File: config.mk
export PLATFORM = sky130hd
export DESIGN_NAME = agga_cell
export DESIGN_NICKNAME = d
export VERILOG_FILES = /design/src/rtl/affine_gap_global_alignment_defines.svh /design/src/rtl/agga_pkg.sv /design/src/rtl/agga_cell.sv
export SDC_FILE = /design/constraint.sdc
export NUM_CORES = 1
export LEC_CHECK = 0
export CELL_PAD_IN_SITES_DETAIL_PLACEMENT = 1
export CELL_PAD_IN_SITES_GLOBAL_PLACEMENT = 2
export CORE_ASPECT_RATIO = 0.8
export CORE_UTILIZATION = 37
export DETAILED_ROUTE_END_ITERATION = 6
export DONT_BUFFER_PORTS = 1
export PLACE_DENSITY_LB_ADDON = 0.08
export SLEW_MARGIN = 10
export SYNTH_ARGS = -nofsm -noshare
export SYNTH_HDL_FRONTEND = slang
export SYNTH_SLANG_ARGS = --single-unit
File: constraint.sdc
create_clock -name vclk -period 27.6
set_input_delay 5.52 -clock vclk [all_inputs]
set_output_delay 5.52 -clock vclk [all_outputs]
set_load 0.1 [all_outputs]
File: src/rtl/affine_gap_global_alignment_defines.svh
// Assertion helpers shared by the alignment block.
`ifndef AFFINE_GAP_GLOBAL_ALIGNMENT_DEFINES_SVH
`define AFFINE_GAP_GLOBAL_ALIGNMENT_DEFINES_SVH

// Same-cycle implication, sampled on clk, off during reset.
`define AGGA_ASSERT_IMP(lbl, ante, cons) \
	lbl: assert property (@(posedge clk) disable iff (!arst_n) (ante) |-> (cons)) \
		else $error("agga assertion failed");

// Next-cycle implication, sampled on clk, off during reset.
`define AGGA_ASSERT_NXT(lbl, ante, cons) \
	lbl: assert property (@(posedge clk) disable iff (!arst_n) (ante) |=> (cons)) \
		else $error("agga assertion failed");

`endif

File: src/rtl/agga_pkg.sv
package agga_pkg;

	localparam int MAX_LEN_DEF = 256;
	localparam int SW          = 32;
	localparam int OUT_W       = 18;

	typedef logic signed [SW-1:0] score_t;

	localparam score_t NEG_INF   = -score_t'(32'sd268435456);
	localparam score_t SCORE_MAX = score_t'(32'sd131071);
	localparam score_t SCORE_MIN = -score_t'(32'sd131072);

	typedef enum logic [1:0] {
		OP_LOAD_S = 2'd0,
		OP_LOAD_T = 2'd1,
		OP_FETCH  = 2'd2,
		OP_NONE   = 2'd3
	} opcode_t;

	typedef enum logic [1:0] {
		STAT_SCORE  = 2'd0,
		STAT_COLUMN = 2'd1,
		STAT_NONE   = 2'd2,
		STAT_OVER   = 2'd3
	} status_t;

	typedef enum logic [1:0] {
		PTR_LEFT = 2'd0,
		PTR_UP   = 2'd1,
		PTR_DIAG = 2'd2
	} ptr_t;

	typedef enum logic [2:0] {
		ST_IDLE,
		ST_INIT,
		ST_CRD,
		ST_CEX,
		ST_DONE,
		ST_FEX
	} state_t;

	localparam logic [7:0] CHAR_DASH = 8'h2d;
	localparam logic [7:0] CHAR_LA   = 8'h61;
	localparam logic [7:0] CHAR_LZ   = 8'h7a;
	localparam logic [7:0] CASE_OFS  = 8'h20;

	function automatic logic [7:0] upcase(input logic [7:0] c);
		return (c >= CHAR_LA && c <= CHAR_LZ) ? c - CASE_OFS : c;
	endfunction

	function automatic score_t similarity(input logic [7:0] a, input logic [7:0] b);
		if (upcase(a) == upcase(b))
			return (a != CHAR_DASH) ? score_t'(1) : score_t'(0);
		return -score_t'(1);
	endfunction

	function automatic logic signed [OUT_W-1:0] saturate(input score_t v);
		if (v > SCORE_MAX)
			return SCORE_MAX[OUT_W-1:0];
		if (v < SCORE_MIN)
			return SCORE_MIN[OUT_W-1:0];
		return v[OUT_W-1:0];
	endfunction

endpackage

File: src/rtl/agga_cell.sv
module agga_cell (
	input  agga_pkg::score_t diag,
	input  agga_pkg::score_t up,
	input  agga_pkg::score_t vgap,
	input  agga_pkg::score_t left,
	input  agga_pkg::score_t e_prev,
	input  agga_pkg::score_t go,
	input  agga_pkg::score_t ge,
	input  logic [7:0]       s_char,
	input  logic [7:0]       t_char,
	output agga_pkg::score_t v,
	output agga_pkg::score_t f,
	output agga_pkg::score_t e,
	output logic [1:0]       ptr
);
	import agga_pkg::*;

	score_t oe, g, f_a, f_b, e_a, e_b, fe;

	always_comb begin
		oe  = go + ge;
		g   = diag + similarity(s_char, t_char);
		f_a = vgap - ge;
		f_b = up - oe;
		f   = (f_a > f_b) ? f_a : f_b;
		e_a = e_prev - ge;
		e_b = left - oe;
		e   = (e_a > e_b) ? e_a : e_b;
		fe  = (f > e) ? f : e;
		v   = (g > fe) ? g : fe;
		// ties: diagonal, then left, then up
		if (v == g)
			ptr = PTR_DIAG;
		else if (v == e)
			ptr = PTR_LEFT;
		else
			ptr = PTR_UP;
	end

endmodule

==> out/qor.csv <==
stage;metric;value;unit
flow_run;max-cap check violation count;0;
route;Final ANT Viol Nets;0;
floorplan;Chip Width;228;µm
placement;detailed placer's ending HPWL;61600;µm
timing;post-route minimum period;26.69;ns
grt;antenna violations before repair;1;
timing;fin worst setup slack;0.914;ns
route;count of unresolved DRC violations after routing;0;
final_layout;filler cell count in the final layout;5103;
setup_path;kind of end point of the critical path;output port;
setup_path;maximum net fanout on the critical path;21;
setup_path;library cell contributing the largest single delay on the critical path;sky130_fd_sc_hd__mux2i_1;
final_layout;number of antenna repair diodes;0;
synthesis;number of synthesis warnings;0;
setup_path;data required time of the critical path;22.08;ns
grt;pin count of the biggest net entering global routing;36;
floorplan;Core Region;39900;µm²
placement;IO buf count;0;
floorplan;die footprint;41700;µm²
route;number of violations reported at the end of detailed-routing iteration 0;1093;
synthesis;Seq/Total Area, Yosys;0;%
timing;number of pins exceeding their max-slew limit in the final report;0;
timing;Fmax achieved;37.5;MHz
setup_path;most frequent cell on the critical path;sky130_fd_sc_hd__o21ai_0;
floorplan;I/O pin count;338;
timing;relative slew slack;30.0;%
hold_path;path class of the lowest-slack min-delay path;primary input to output port;
final_layout;clock buffer count;0;
floorplan;Initial Util;37.9;%
route;post-DR wirelength/cell;25.0;µm
route;Via Count;16700;
timing;Final period util;96.7;%
cts;hold-fix buffer count after cts;0;
timing;hold violation count in the final report;0;
timing;unrepaired setup endpoints after global routing;false;
setup_path;Crit. Startpoint;go[4];
grt;global router's overall resource usage;32.0;%
route;number of iterations in the first detailed-routing pass;5;
floorplan;height of the die;183;µm
setup_path;data arrival time of the worst path;21.17;ns
synthesis;cell type with the largest total area after synthesis;sky130_fd_sc_hd__ha_1;
synthesis;total nets after synthesis;2721;
synthesis;leading cell types by count after synthesis;300 x sky130_fd_sc_hd__ha_1, 212 x sky130_fd_sc_hd__a21oi_1, 196 x sky130_fd_sc_hd__inv_1;
synthesis;post-synthesis cell count;2175;
route;total routed wirelength;69000;µm
setup_path;end point of the critical path;ptr[0];
cts;buffers inserted by post-CTS timing repair;0;
grt;number of global-route vias before repair;16600;
floorplan;std cell rows;65;
final_layout;synthesis-to-layout area growth;11.9;%
synthesis;number of library cell types mapped by synthesis;87;
setup_path;sort of element at the start of the critical path;primary input;
setup_path;Worst Setup Path Type;primary input to output port;
final_layout;share of cells above drive strength 1;8.93;%
synthesis;most frequent cell after synthesis;sky130_fd_sc_hd__ha_1;
final_layout;area occupied by multi-input gates;14600;µm²
timing;slew at the pin closest to its max-slew limit;1.05;ns
grt;global route total overflow;0;
final_layout;sequential cells;0;
synthesis;Mapped Avg Cell Area;6.95;µm²
route;post-detailed-route via-to-cell ratio;6.03;
timing;number of setup violations in the final report;0;
synthesis;share of Yosys cell area claimed by the top area cell type;24.8;%
timing;aggregate negative setup slack;0;ns
synthesis;synthesized cell area;15100;µm²
grt;global-route wire length before repair;104000;µm
placement;Worst Setup Slack post-DPL;0.340;ns
setup_path;slowest cell delay on critical path;0.63;ns
synthesis;leading post-synthesis cells by cell area;sky130_fd_sc_hd__ha_1 25%, sky130_fd_sc_hd__xnor2_1 9.8%, sky130_fd_sc_hd__a21oi_1 7.0%, sky130_fd_sc_hd__o21ai_0 5.0%, sky130_fd_sc_hd__inv_1 4.9%;
final_layout;Nets;2777;
final_layout;storage element area;0;µm²
placement;Final GP Congestion;1.04;
status;outcome;finished, final reports clean;
how the worst min path moves through the flow:
stage	slack, ns	end	cells past startpoint	startpoint
final	11.52	e[0]	2	ge[0]
after global routing	11.54	e[0]	2	ge[0]
after CTS	11.53	e[0]	2	ge[0]
after detailed placement	11.53	e[0]	2	ge[0]
after global placement	11.54	e[0]	2	ge[0]
after floorplan	11.74	e[1]	4	left[1]
per-layer routing:
metal	vias up	wire length (µm)	share of wire, %	global-route usage (%)
met5	-	0	0	0
li1	8069	-	-	-
met3	51	4550	6.6	5.35
met1	8049	33100	48	45.3
met4	0	949	1.4	3.95
met2	515	30400	44	51.9
critical path, delay by kind of cell:
kind | cells | cell delay [ns]
adders and majority gates | 6 | 1.84
and+or+nand+nor | 22 | 4.70
buffers and inverters | 3 | 0.71
AOI/OAI and AO/OA | 30 | 7.00
xor gates and xnor gates | 3 | 0.74
muxes | 1 | 0.63
timing repair:
item                                    CTS  global route
gates resized for setup                   0             7
endpoints found under the setup margin    0            34
endpoints found under the hold margin     0             0
kinds of logic after synthesis:
group	synth area share, %
AOI/OAI and AO/OA	29.5
and+or+nand+nor	21.1
adders and majority gates	26.3
xor gates and xnor gates	14.2
buffers and inverters	5.99
muxes	2.82
per-stage QoR:
stage | cell area, µm² | std cells | util, % | hold WS (ns)
floorplan | 15100 | 2175 | - | 11.74
global placement | 16900 | 2764 | 42.4 | 11.54
detailed placement | 16900 | 2764 | 42.4 | 11.53
CTS | 16900 | 2764 | 42.4 | 11.53
global route | 16900 | 2765 | 42.5 | 11.54
finish | 16900 | 2765 | 42.5 | 11.52
cell type report:
| class | instances | share of cell area (%) |
|---|---|---|
| multi-input cells | 1940 | 86.3 |
| inverters | 199 | 4.41 |
| well taps | 536 | 3.96 |
| repair buffers | 90 | 5.29 |
cells in the final DEF, fill, tap and decap left out, types with 13 or more instances in the layout:
cell / instances
sky130_fd_sc_hd__o21ai_0: 134
sky130_fd_sc_hd__o211ai_1: 20
sky130_fd_sc_hd__a31oi_1: 16
sky130_fd_sc_hd__nand2b_1: 37
sky130_fd_sc_hd__inv_1: 196
sky130_fd_sc_hd__and2_1: 20
sky130_fd_sc_hd__mux2i_1: 21
sky130_fd_sc_hd__nor3_1: 41
sky130_fd_sc_hd__o21ai_2: 26
sky130_fd_sc_hd__or2_2: 16
sky130_fd_sc_hd__nor2_1: 155
sky130_fd_sc_hd__ha_1: 300
sky130_fd_sc_hd__o21bai_1: 17
sky130_fd_sc_hd__a21oi_1: 201
sky130_fd_sc_hd__nand2_1: 148
sky130_fd_sc_hd__a21o_1: 87
sky130_fd_sc_hd__buf_4: 73
sky130_fd_sc_hd__nand4_1: 52
sky130_fd_sc_hd__buf_12: 14
sky130_fd_sc_hd__xor2_1: 74
sky130_fd_sc_hd__nor2b_1: 50
sky130_fd_sc_hd__nand3_1: 37
sky130_fd_sc_hd__xnor2_1: 170
sky130_fd_sc_hd__and3_1: 13
sky130_fd_sc_hd__o21a_1: 39
sky130_fd_sc_hd__o22ai_1: 14
sky130_fd_sc_hd__a211oi_1: 15
Power is not shown: default switching activity piles up to over one toggle a cycle in this logic, so the estimate is an artifact.
